## src/rtl/jic_pkg.sv

```systemverilog
// ----------------------------------------------------------------------------
// jic_pkg
// Shared constants, gain tables, state and beat types of the joint impedance
// controller.
// ----------------------------------------------------------------------------
package jic_pkg;

    localparam int NUM_JOINTS         = 7;
    // power of two
    localparam int SINE_TABLE_ENTRIES = 256;
    localparam int SINE_BITS          = $clog2(SINE_TABLE_ENTRIES);
    localparam int JIDX_W             = (NUM_JOINTS > 1) ? $clog2(NUM_JOINTS) : 1;

    localparam logic [2:0]  JOINT_LAST = 3'(NUM_JOINTS - 1);
    localparam logic [31:0] PHASE_MASK = ~((32'd1 << (32 - SINE_BITS)) - 32'd1);

    // serial multiplier geometry
    localparam int MUL_A_W   = 27;
    localparam int MUL_B_W   = 17;
    localparam int MUL_P_W   = MUL_A_W + MUL_B_W;
    localparam int MUL_CNT_W = $clog2(MUL_B_W + 1);

    // per-joint gains, N*m/rad and N*m*s/rad
    localparam logic [MUL_B_W-1:0] GAIN_P [8] = '{
        17'd3000, 17'd3000, 17'd800, 17'd800, 17'd200, 17'd200, 17'd200, 17'd200
    };
    localparam logic [MUL_B_W-1:0] GAIN_D [8] = '{
        17'd80, 17'd80, 17'd40, 17'd40, 17'd8, 17'd8, 17'd8, 17'd8
    };

    // sine polynomial, Q16
    localparam logic [16:0] SIN_ONE = 17'd65536;
    localparam logic [16:0] SIN_C1  = 17'd4640;
    localparam logic [16:0] SIN_C2  = 17'd42047;
    localparam logic [16:0] SIN_C3  = 17'd102944;
    localparam logic [MUL_P_W-1:0] ROUND_HALF = MUL_P_W'(32768);

    // register reset values: 0.035 rad, 0.3 Hz at 1 ms
    localparam logic        MODE_RST = 1'b0;
    localparam logic [15:0] AMP_RST  = 16'd2294;
    localparam logic [31:0] STEP_RST = 32'd1288490;

    typedef enum logic [1:0] {
        CFG_MODE = 2'd0,
        CFG_AMP  = 2'd1,
        CFG_STEP = 2'd2
    } t_cfg_idx;

    typedef enum logic [3:0] {
        ST_IDLE,
        ST_T2,
        ST_U,
        ST_W,
        ST_S,
        ST_D,
        ST_ERR,
        ST_KP,
        ST_KD,
        ST_DONE
    } t_state;

    typedef struct packed {
        logic [2:0]  joint;
        logic        last;
        logic [23:0] pos;
        logic [23:0] vel;
        logic [23:0] hold;
        logic        mode;
        logic [15:0] amp;
        logic [31:0] phase;
    } t_job;

    typedef struct packed {
        logic [2:0]  joint;
        logic [31:0] torque;
        logic        last;
    } t_res;

    typedef struct packed {
        logic               start;
        logic [MUL_A_W-1:0] a;
        logic [MUL_B_W-1:0] b;
    } t_mul_req;

    typedef struct packed {
        logic               done;
        logic [MUL_P_W-1:0] prod;
    } t_mul_rsp;

endpackage

```

## src/rtl/joint_impedance_controller.sv

```systemverilog
// ----------------------------------------------------------------------------
// joint_impedance_controller
// Per-joint PD impedance controller with optional sine-sweep reference.
// ----------------------------------------------------------------------------
// Input beats carry one joint sample (joint, position, velocity); a control
// tick ends with the beat for the last joint. The first tick after reset
// captures the positions as hold targets and gives no output beats. Later
// beats each give one torque beat (joint_out, torque, last). Beats with a
// joint index beyond the last joint are dropped.
// Every product of a torque beat runs in turn on one bit-serial multiplier
// (two products in hold mode, seven in sweep mode). The next input beat is
// accepted once the sequencer is idle again; capture and dropped beats do
// not start the sequencer. One output register lets the next beat be worked
// on while a torque beat waits under i_out_stall; a further result then
// holds the sequencer and o_in_stall stays high.
// Reset clears the capture flag and phase and loads the register defaults.
// The user must write registers through the cfg port only while no beat is
// in flight; the block itself does not enforce this.
// ----------------------------------------------------------------------------
module joint_impedance_controller (
    input  logic        i_clk,
    input  logic        i_rst_n,
    input  logic        i_in_valid,
    output logic        o_in_stall,
    input  logic [2:0]  i_joint,
    input  logic [23:0] i_position,
    input  logic [23:0] i_velocity,
    output logic        o_out_valid,
    input  logic        i_out_stall,
    output logic [2:0]  o_joint_out,
    output logic [31:0] o_torque,
    output logic        o_last,
    input  logic        i_cfg_valid,
    output logic        o_cfg_ready,
    input  logic [1:0]  i_cfg_index,
    input  logic [31:0] i_cfg_data
);

    logic        r_mode;
    logic [15:0] r_amp;
    logic [31:0] r_step;
    logic [31:0] r_phase;
    logic        r_captured;
    logic        r_out_valid;
    jic_pkg::t_res r_out;
    logic [23:0] r_hold [jic_pkg::NUM_JOINTS];

    logic                       in_accept;
    logic                       out_accept;
    logic                       cfg_we;
    logic                       joint_ok;
    logic                       joint_last;
    logic [jic_pkg::JIDX_W-1:0] idx;
    logic                       core_start;
    logic                       core_idle;
    logic                       core_res_valid;
    logic                       res_take;
    jic_pkg::t_job              job;
    jic_pkg::t_res              core_res;

    assign o_in_stall  = !core_idle;
    assign o_cfg_ready = 1'b1;
    assign in_accept   = i_in_valid && !o_in_stall;
    assign out_accept  = r_out_valid && !i_out_stall;
    assign cfg_we      = i_cfg_valid && o_cfg_ready;
    assign joint_ok    = ({29'd0, i_joint} < 32'(jic_pkg::NUM_JOINTS));
    assign joint_last  = (i_joint == jic_pkg::JOINT_LAST);
    assign idx         = jic_pkg::JIDX_W'(i_joint);
    assign core_start  = in_accept && joint_ok && r_captured;
    assign res_take    = core_res_valid && (!r_out_valid || out_accept);

    always_comb begin
        job.joint = i_joint;
        job.last  = joint_last;
        job.pos   = i_position;
        job.vel   = i_velocity;
        job.hold  = r_hold[idx];
        job.mode  = r_mode;
        job.amp   = r_amp;
        job.phase = r_phase;
    end

    jic_core u_core (
        .i_clk       (i_clk),
        .i_rst_n     (i_rst_n),
        .i_start     (core_start),
        .i_job       (job),
        .o_idle      (core_idle),
        .o_res_valid (core_res_valid),
        .o_res       (core_res),
        .i_res_take  (res_take)
    );

    always_ff @(posedge i_clk) begin
        if (!i_rst_n) begin
            r_mode      <= jic_pkg::MODE_RST;
            r_amp       <= jic_pkg::AMP_RST;
            r_step      <= jic_pkg::STEP_RST;
            r_phase     <= '0;
            r_captured  <= 1'b0;
            r_out_valid <= 1'b0;
        end else begin
            if (in_accept && joint_ok && joint_last) begin
                r_phase <= r_phase + r_step;
                r_captured <= 1'b1;
            end
            if (cfg_we) begin
                case (jic_pkg::t_cfg_idx'(i_cfg_index))
                    jic_pkg::CFG_MODE: r_mode <= i_cfg_data[0];
                    jic_pkg::CFG_AMP:  r_amp  <= i_cfg_data[15:0];
                    jic_pkg::CFG_STEP: r_step <= i_cfg_data;
                    default: ;
                endcase
            end
            if (res_take) begin
                r_out_valid <= 1'b1;
            end else if (out_accept) begin
                r_out_valid <= 1'b0;
            end
        end
    end

    always_ff @(posedge i_clk) begin
        if (in_accept && joint_ok && !r_captured) begin
            r_hold[idx] <= i_position;
        end
        if (res_take) begin
            r_out <= core_res;
        end
    end

    assign o_out_valid = r_out_valid;
    assign o_joint_out = r_out.joint;
    assign o_torque    = r_out.torque;
    assign o_last      = r_out.last;

    a_take_fills: assert property (@(posedge i_clk) disable iff (!i_rst_n)
        res_take |=> r_out_valid)
        else $error("result taken but output register empty");

    a_captured_sticks: assert property (@(posedge i_clk) disable iff (!i_rst_n)
        r_captured |=> r_captured)
        else $error("capture flag cleared outside reset");

    a_start_busy: assert property (@(posedge i_clk) disable iff (!i_rst_n)
        core_start |=> !core_idle)
        else $error("sequencer did not start on a tracking beat");

    a_out_after_capture: assert property (@(posedge i_clk) disable iff (!i_rst_n)
        o_out_valid |-> r_captured)
        else $error("torque beat before capture tick completed");

endmodule

```

## src/rtl/jic_smul.sv

```systemverilog
// ----------------------------------------------------------------------------
// jic_smul
// Bit-serial shift-add multiplier: signed multiplicand, unsigned multiplier,
// one multiplier bit per cycle.
// ----------------------------------------------------------------------------
module jic_smul (
    input  logic               i_clk,
    input  logic               i_rst_n,
    input  jic_pkg::t_mul_req  i_req,
    output jic_pkg::t_mul_rsp  o_rsp
);

    logic                          r_busy;
    logic                          r_done;
    logic [jic_pkg::MUL_CNT_W-1:0] r_cnt;
    logic [jic_pkg::MUL_A_W-1:0]   r_a;
    logic [jic_pkg::MUL_A_W:0]     r_hi;
    logic [jic_pkg::MUL_B_W-1:0]   r_lo;

    logic [jic_pkg::MUL_A_W:0]     addend;
    logic [jic_pkg::MUL_A_W+1:0]   sum;
    logic [jic_pkg::MUL_A_W:0]     n_hi;
    logic [jic_pkg::MUL_B_W-1:0]   n_lo;

    always_comb begin
        addend = r_lo[0] ? {r_a[jic_pkg::MUL_A_W-1], r_a} : '0;
        sum    = {r_hi[jic_pkg::MUL_A_W], r_hi} + {addend[jic_pkg::MUL_A_W], addend};
        n_hi   = sum[jic_pkg::MUL_A_W+1:1];
        n_lo   = {sum[0], r_lo[jic_pkg::MUL_B_W-1:1]};
    end

    always_ff @(posedge i_clk) begin
        if (!i_rst_n) begin
            r_busy <= 1'b0;
            r_done <= 1'b0;
            r_cnt  <= '0;
        end else begin
            r_done <= 1'b0;
            if (i_req.start) begin
                r_busy <= 1'b1;
                r_cnt  <= jic_pkg::MUL_CNT_W'(jic_pkg::MUL_B_W);
            end else if (r_busy) begin
                r_cnt <= r_cnt - 1'b1;
                if (r_cnt == jic_pkg::MUL_CNT_W'(1)) begin
                    r_busy <= 1'b0;
                    r_done <= 1'b1;
                end
            end
        end
    end

    always_ff @(posedge i_clk) begin
        if (i_req.start) begin
            r_a  <= i_req.a;
            r_hi <= '0;
            r_lo <= i_req.b;
        end else if (r_busy) begin
            r_hi <= n_hi;
            r_lo <= n_lo;
        end
    end

    assign o_rsp.done = r_done;
    assign o_rsp.prod = {r_hi[jic_pkg::MUL_A_W-1:0], r_lo};

endmodule

```

## src/rtl/jic_core.sv

```systemverilog
// ----------------------------------------------------------------------------
// jic_core
// Torque sequencer: sine offset in sweep mode, position error and PD law, all products
// taken in turn on one serial multiplier.
// ----------------------------------------------------------------------------
module jic_core (
    input  logic          i_clk,
    input  logic          i_rst_n,
    input  logic          i_start,
    input  jic_pkg::t_job i_job,
    output logic          o_idle,
    output logic          o_res_valid,
    output jic_pkg::t_res o_res,
    input  logic          i_res_take
);

    jic_pkg::t_state   r_state;
    jic_pkg::t_state   n_state;
    logic              r_mstart;
    logic              n_mstart;

    jic_pkg::t_job     r_job;
    logic [1:0]        r_q;
    logic [16:0]       r_t;
    logic [16:0]       r_t2;
    logic [16:0]       r_opb;
    logic [17:0]       r_off;
    logic [jic_pkg::MUL_A_W-1:0] r_err;
    logic [jic_pkg::MUL_P_W-1:0] r_kp;
    logic [31:0]       r_torque;

    jic_pkg::t_mul_req mul_req;
    jic_pkg::t_mul_rsp mul_rsp;

    logic [31:0]       p;
    logic [16:0]       t_raw;
    logic [17:0]       s_full;
    logic [jic_pkg::MUL_P_W-1:0] rnd;
    logic [17:0]       d_ext;
    logic [jic_pkg::MUL_P_W:0]   diff;

    jic_smul u_smul (
        .i_clk   (i_clk),
        .i_rst_n (i_rst_n),
        .i_req   (mul_req),
        .o_rsp   (mul_rsp)
    );

    // next state
    always_comb begin
        n_state = r_state;
        case (r_state)
            jic_pkg::ST_IDLE: begin
                if (i_start) begin
                    n_state = i_job.mode ? jic_pkg::ST_T2 : jic_pkg::ST_ERR;
                end
            end
            jic_pkg::ST_T2:   if (mul_rsp.done) n_state = jic_pkg::ST_U;
            jic_pkg::ST_U:    if (mul_rsp.done) n_state = jic_pkg::ST_W;
            jic_pkg::ST_W:    if (mul_rsp.done) n_state = jic_pkg::ST_S;
            jic_pkg::ST_S:    if (mul_rsp.done) n_state = jic_pkg::ST_D;
            jic_pkg::ST_D:    if (mul_rsp.done) n_state = jic_pkg::ST_ERR;
            jic_pkg::ST_ERR:  n_state = jic_pkg::ST_KP;
            jic_pkg::ST_KP:   if (mul_rsp.done) n_state = jic_pkg::ST_KD;
            jic_pkg::ST_KD:   if (mul_rsp.done) n_state = jic_pkg::ST_DONE;
            jic_pkg::ST_DONE: if (i_res_take) n_state = jic_pkg::ST_IDLE;
            default:          n_state = jic_pkg::ST_IDLE;
        endcase
        n_mstart = (n_state != r_state) && (n_state != jic_pkg::ST_IDLE) &&
                   (n_state != jic_pkg::ST_ERR) && (n_state != jic_pkg::ST_DONE);
    end

    // outputs and multiplier operands
    always_comb begin
        o_idle      = (r_state == jic_pkg::ST_IDLE);
        o_res_valid = (r_state == jic_pkg::ST_DONE);
        mul_req.start = r_mstart;
        mul_req.a     = '0;
        mul_req.b     = '0;
        case (r_state)
            jic_pkg::ST_T2: begin
                mul_req.a = jic_pkg::MUL_A_W'(r_t);
                mul_req.b = r_t;
            end
            jic_pkg::ST_U: begin
                mul_req.a = jic_pkg::MUL_A_W'(r_t2);
                mul_req.b = jic_pkg::SIN_C1;
            end
            jic_pkg::ST_W: begin
                mul_req.a = jic_pkg::MUL_A_W'(r_t2);
                mul_req.b = r_opb;
            end
            jic_pkg::ST_S: begin
                mul_req.a = jic_pkg::MUL_A_W'(r_t);
                mul_req.b = r_opb;
            end
            jic_pkg::ST_D: begin
                mul_req.a = jic_pkg::MUL_A_W'(r_job.amp);
                mul_req.b = r_opb;
            end
            jic_pkg::ST_KP: begin
                mul_req.a = r_err;
                mul_req.b = jic_pkg::GAIN_P[r_job.joint];
            end
            jic_pkg::ST_KD: begin
                mul_req.a = {{(jic_pkg::MUL_A_W-24){r_job.vel[23]}}, r_job.vel};
                mul_req.b = jic_pkg::GAIN_D[r_job.joint];
            end
            default: begin
                mul_req.a = '0;
                mul_req.b = '0;
            end
        endcase
    end

    always_comb begin
        p      = i_job.phase & jic_pkg::PHASE_MASK;
        t_raw  = {1'b0, p[29:14]};
        s_full = mul_rsp.prod[33:16];
        rnd    = mul_rsp.prod + jic_pkg::ROUND_HALF;
        d_ext  = {2'b00, rnd[31:16]};
        diff   = {r_kp[jic_pkg::MUL_P_W-1], r_kp} -
                 {mul_rsp.prod[jic_pkg::MUL_P_W-1], mul_rsp.prod};
    end

    always_ff @(posedge i_clk) begin
        if (!i_rst_n) begin
            r_state  <= jic_pkg::ST_IDLE;
            r_mstart <= 1'b0;
        end else begin
            r_state  <= n_state;
            r_mstart <= n_mstart;
        end
    end

    always_ff @(posedge i_clk) begin
        case (r_state)
            jic_pkg::ST_IDLE: begin
                if (i_start) begin
                    r_job <= i_job;
                    r_q   <= p[31:30];
                    r_t   <= p[30] ? (jic_pkg::SIN_ONE - t_raw) : t_raw;
                    r_off <= '0;
                end
            end
            jic_pkg::ST_T2: if (mul_rsp.done) r_t2 <= mul_rsp.prod[32:16];
            jic_pkg::ST_U:  if (mul_rsp.done) r_opb <= jic_pkg::SIN_C2 - mul_rsp.prod[32:16];
            jic_pkg::ST_W:  if (mul_rsp.done) r_opb <= jic_pkg::SIN_C3 - mul_rsp.prod[32:16];
            jic_pkg::ST_S: begin
                if (mul_rsp.done) begin
                    r_opb <= (s_full > {1'b0, jic_pkg::SIN_ONE}) ? jic_pkg::SIN_ONE
                                                                 : s_full[16:0];
                end
            end
            jic_pkg::ST_D:  if (mul_rsp.done) r_off <= r_q[1] ? (18'd0 - d_ext) : d_ext;
            jic_pkg::ST_ERR: begin
                r_err <= {{(jic_pkg::MUL_A_W-24){r_job.hold[23]}}, r_job.hold} +
                         {{(jic_pkg::MUL_A_W-18){r_off[17]}}, r_off} -
                         {{(jic_pkg::MUL_A_W-24){r_job.pos[23]}}, r_job.pos};
            end
            jic_pkg::ST_KP: if (mul_rsp.done) r_kp <= mul_rsp.prod;
            jic_pkg::ST_KD: begin
                if (mul_rsp.done) begin
                    if (!diff[jic_pkg::MUL_P_W] && (diff[jic_pkg::MUL_P_W-1:31] != '0)) begin
                        r_torque <= 32'h7FFF_FFFF;
                    end else if (diff[jic_pkg::MUL_P_W] &&
                                 (diff[jic_pkg::MUL_P_W-1:31] != '1)) begin
                        r_torque <= 32'h8000_0000;
                    end else begin
                        r_torque <= diff[31:0];
                    end
                end
            end
            default: ;
        endcase
    end

    assign o_res.joint  = r_job.joint;
    assign o_res.torque = r_torque;
    assign o_res.last   = r_job.last;

endmodule

```

## config.mk

```make
export PLATFORM = sky130hd
export DESIGN_NAME = joint_impedance_controller
export DESIGN_NICKNAME = d
export VERILOG_FILES = /design/src/rtl/jic_pkg.sv /design/src/rtl/joint_impedance_controller.sv /design/src/rtl/jic_smul.sv /design/src/rtl/jic_core.sv
export SDC_FILE = /design/constraint.sdc
export NUM_CORES = 1
export LEC_CHECK = 0
export ABC_AREA = 1
export BUFFER_PORTS_ARGS = -buffer_cell sky130_fd_sc_hd__clkbuf_2
export CAP_MARGIN = 5
export CORE_ASPECT_RATIO = 2
export CORE_MARGIN = 2
export CORE_UTILIZATION = 37
export CTS_CLUSTER_SIZE = 30
export DETAILED_ROUTE_END_ITERATION = 10
export PLACE_DENSITY_LB_ADDON = 0.12
export SLEW_MARGIN = 25
export SYNTH_ARGS = -nofsm -noshare
export SYNTH_HDL_FRONTEND = slang
export SYNTH_SLANG_ARGS = --single-unit
```

## constraint.sdc

```tcl
create_clock -name i_clk -period 5 [get_ports i_clk]
set_input_delay 0 -clock i_clk [delete_from_list [all_inputs] [get_ports i_clk]]
set_output_delay 0 -clock i_clk [all_outputs]
set_load 0.03 [all_outputs]
```

==> summary.md <==
| Metric | Value |
|---|---|
| #FFs+latches synth | `~630` |
| Number of DRC violations after detailed routing | `0` |
| Static leakage | `between 15 and 20 nW` |
| Footprint of the multi-input gates | `0.01333 sq mm` |
| Number of vias per cell | `around 5` |
| RR Startpoint | `u_core.r_off[2]` |
| Area of placed instances | `0.03503 sq mm` |
| Type of element capturing the critical path | `flip-flop` |
| Share of the synthesized area in the top cell type | `45.94%` |
| Number of nets in the final layout | `4095` |
| WP depth | `21` |
| Final RePlAce weighted congestion | `0.9459` |
| Final hold slack | `roughly 0.072 ns` |
| R2R Setup Slk | `0.68 ns` |
| HPWL after DPL | `74900 microns` |
| Wire length reported by the detailed router | `98280 microns` |
| Worst max-slew margin expressed relative to the limit | `between 30% and 40%` |
| Routed vias | `between 20000 and 30000` |
| Max-slew violation count | `0` |
| Library cells used by synthesis | `61` |
| Synthesized netlist net count | `about 3800` |
| Horizontal die dimension | `214.6 microns` |
| Worst Path Max Fanout | `5` |
| Hold Buf Count CTS | `113` |
| Most frequent cell on the critical path | `nand2_1` |
| Number of flops mapped to enable cells by yosys | `between 500 and 600` |
| Initial antenna violation count | `2` |
| Top flip-flop cell by instance count after synthesis | `edfxtp_1` |
| Highest attainable clock frequency | `between 200 and 250 MHz` |
| Leading post-synthesis cells by cell area | `edfxtp_1 (46%), nand2_1 (9.8%), dfxtp_1 (7.5%)` |
| WS Path Type | `reg2reg` |
| Final non-filler cell area | `0.03802 sq mm` |
| Peak VDD IR | `0.0002933 V` |
| Setup repair after global routing missed its margin | `no` |
| Depth of the most critical reg-to-reg path | `21` |
| Routed length per placed instance | `19.43 microns` |
| Worst setup SP type | `flip-flop` |
| Maximum number of pins on one net before global-route repair | `64` |
| Number of DRC violations after detailed-routing iteration 0 | `1184` |
| Arrival time worst endpoint | `4.73 ns` |
| Clock tree root driver cell | `clkbuf_16` |
| GRT Resource Usage Total | `a little over a fifth` |
| Buffers plus inverters on the worst setup path | `2` |
| Delay of the slowest cell on the worst path | `0.40 ns` |
| CP delay by family, top | `compound AO/OA/AOI/OAI gates` |
| Sequential area share after synthesis | `53.44%` |
| Number of fill cells in the layout | `8810` |
| Overall overflow remaining after global route | `0` |
| Final ANT Viol Nets | `0` |
| Switching portion of total power | `around a third` |
| DP Cell Count | `4836` |
| Placement row count | `approximately 150` |
| Total of warnings raised by yosys | `0` |
| Cell Area, Synth | `0.03282 sq mm` |
| Buffers from clock root to sink, at most | `3` |
| Leading cell types in the layout, fill and taps excluded | `nand2_1 (856), edfxtp_1 (502), inv_1 (428)` |
| Final setup violation count | `0` |
| Post-CTS setup buffer count | `0` |
| Initial core utilization | `37.27%` |
| HP Start | `i_velocity[21]` |
| Reported max-cap violation count | `0` |
| Power density over the cells | `394.4 mW/mm^2` |
| CP max-delay cell | `a31oi_1` |
| Count of H-tree levels built during CTS | `2` |
| Final cell count without fillers | `5058` |
| Number of placed I/O pins | `approximately 130` |
| Min Clock Period, post-route | `4.321 ns` |
| Dominant cell type by area after synthesis | `edfxtp_1` |
| Syn_area_per_cell | `around 9.2 sq um` |
| Die Outline Area | `0.09123 sq mm` |
| Number of gates resized after CTS | `0` |
| Area of the placeable core | `slightly below 0.09 sq mm` |
| Net switching power | `5.202 mW` |
| Hold Crit Class | `in2reg` |
| Pin slew with the least headroom to its limit | `about 1 ns` |
| Height of the chip | `around 430 microns` |
| Fraction of registers with async set or reset after synthesis | `0%` |
| WHS Path Cells | `2` |
| Commonest non-fill, non-tap cell in the layout | `nand2_1` |
| Wire length of the first global-routing pass | `148900 microns` |
| Setup TNS | `0 ns` |
| Endpoint required time on the critical path | `between 5 and 6 ns` |
| Synth-to-layout area growth | `15.87%` |
| Share of power burned in the clock network | `29.7%` |
| Ordered cell list for the critical path | `ha_1 > nand2_1 > nand2_1 > a31oi_1 > inv_1 > a21oi_1 > o21ai_0 > nand4_1 > nand2_1 > xor2_1 > ha_1 > nand2_1 > inv_1 > nand2_1 > nor3_1 > nand2_1 > o211ai_1 > nand3_1 > nand2_1 > o21ai_0 > o21a_1` |
| Input/output buffers | `between 100 and 150` |
| Sequential cell area | `0.01754 sq mm` |
| Number of hold violations in the final report | `0` |
| Number of standard cells after synthesis | `3570` |
| Final critical-path share of the clock period | `86.41%` |
| Run status | `complete, no violations` |
| Share of final-layout standard cells stronger than drive strength 1 | `under 10%` |
| Part of the total power dissipated in combinational logic | `29.0%` |
| Later-pin clock latency in the skew report | `0.65 ns` |
| Int Pwr | `9.794 mW` |
| Max Clock Skew | `0.02594 ns` |
| Utilization after layout | `~43%` |
| Number of global-route vias before repair | `26000` |
| Length of the first detailed-routing pass in iterations | `7` |
| Fraction of power consumed by sequential logic | `41.3%` |
| TritonCTS Buffers | `58` |
| Clock tree from TritonCTS | `yes` |
| Clock input transition at the sequential cells of the worst setup and hold paths | `0.06 ns` |
| Clock sink total | `625` |
| Worst setup path startpoint | `u_core.r_off[2]` |
==> power by group through the flow <==
stage / combinational (mW) / sequential [mW] / clock, mW
2_1_floorplan: 3.08 / 6.21 / 0
3_3_place_gp: 4.25 / 6.31 / 0
3_5_place_dp: 4.28 / 6.31 / 0
4_1_cts: 4.37 / 6.20 / 4.58
5_1_grt: 4.87 / 6.22 / 4.75
6_report: 4.35 / 6.20 / 4.45
==> layout make-up <==
class,count,share of cell area [%]
inverters,448,4.429
well taps,1170,3.850
flip-flops and latches,625,46.12
repair buffers,291,5.653
clock buffers,73,3.965
clock inverters,35,0.9181
multi-input cells,2415,35.05
diodes,1,0.006581
==> metal layers <==
metal  wire length [microns]  vias up  global-route usage [%]
met1                   33450    11850                   19.81
met5                       0        -                       0
met3                    2637      260                   1.944
li1                        -    12650                       -
met4                    7191        0                   14.27
met2                   55010      537                   43.85
==> worst paths after layout <==
check,to
min,u_core.r_job[94]
min reg2reg,o_torque[22]
max reg2reg,u_core.r_err[26]
max,u_core.r_err[26]
==> cells by family after synthesis <==
| group | Yosys count | synth area share (%) |
|---|---|---|
| flops | 625 | 53.44 |
| other cells | 1 | 0.01143 |
| buf+inv | 530 | 6.249 |
| simple gates | 1504 | 19.39 |
| xor+xnor | 122 | 3.325 |
| compound gates | 622 | 11.14 |
| fa+ha+maj | 166 | 6.444 |
==> state kept, by name, indices dropped and copies added, names as in the netlist, 5 cells and up <==
register,count
u_core.r_off,17
u_core.u_smul.r_lo,17
r_step,32
u_core.u_smul.r_hi,28
r_amp,16
r_phase,32
u_core.u_smul.r_a,27
r_hold,168
u_core.r_job,88
u_core.r_t,7
u_core.r_opb,17
u_core.r_torque,32
u_core.u_smul.r_cnt,5
u_core.r_kp,44
u_core.r_t2,17
u_core.r_err,27
o_torque,32
==> stage by stage <==
stage               power, mW  worst slack, ns
floorplan               9.291           0.8582
global placement        10.56           0.6582
detailed placement      10.59           0.6562
CTS                     15.14           0.6427
global route            15.84           0.3401
finish                  15.00           0.6794
==> cells in the mapped netlist, types with 37 or more instances <==
cell / number
inv_1: 430
xor2_1: 77
clkbuf_1: 63
o21ai_0: 189
nand3_1: 142
nor3_1: 44
ha_1: 161
dfxtp_1: 123
a21oi_1: 227
nor2_1: 319
xnor2_1: 42
nand2_1: 856
edfxtp_1: 502
nand4_1: 37
(Power assumes the default switching activity.)
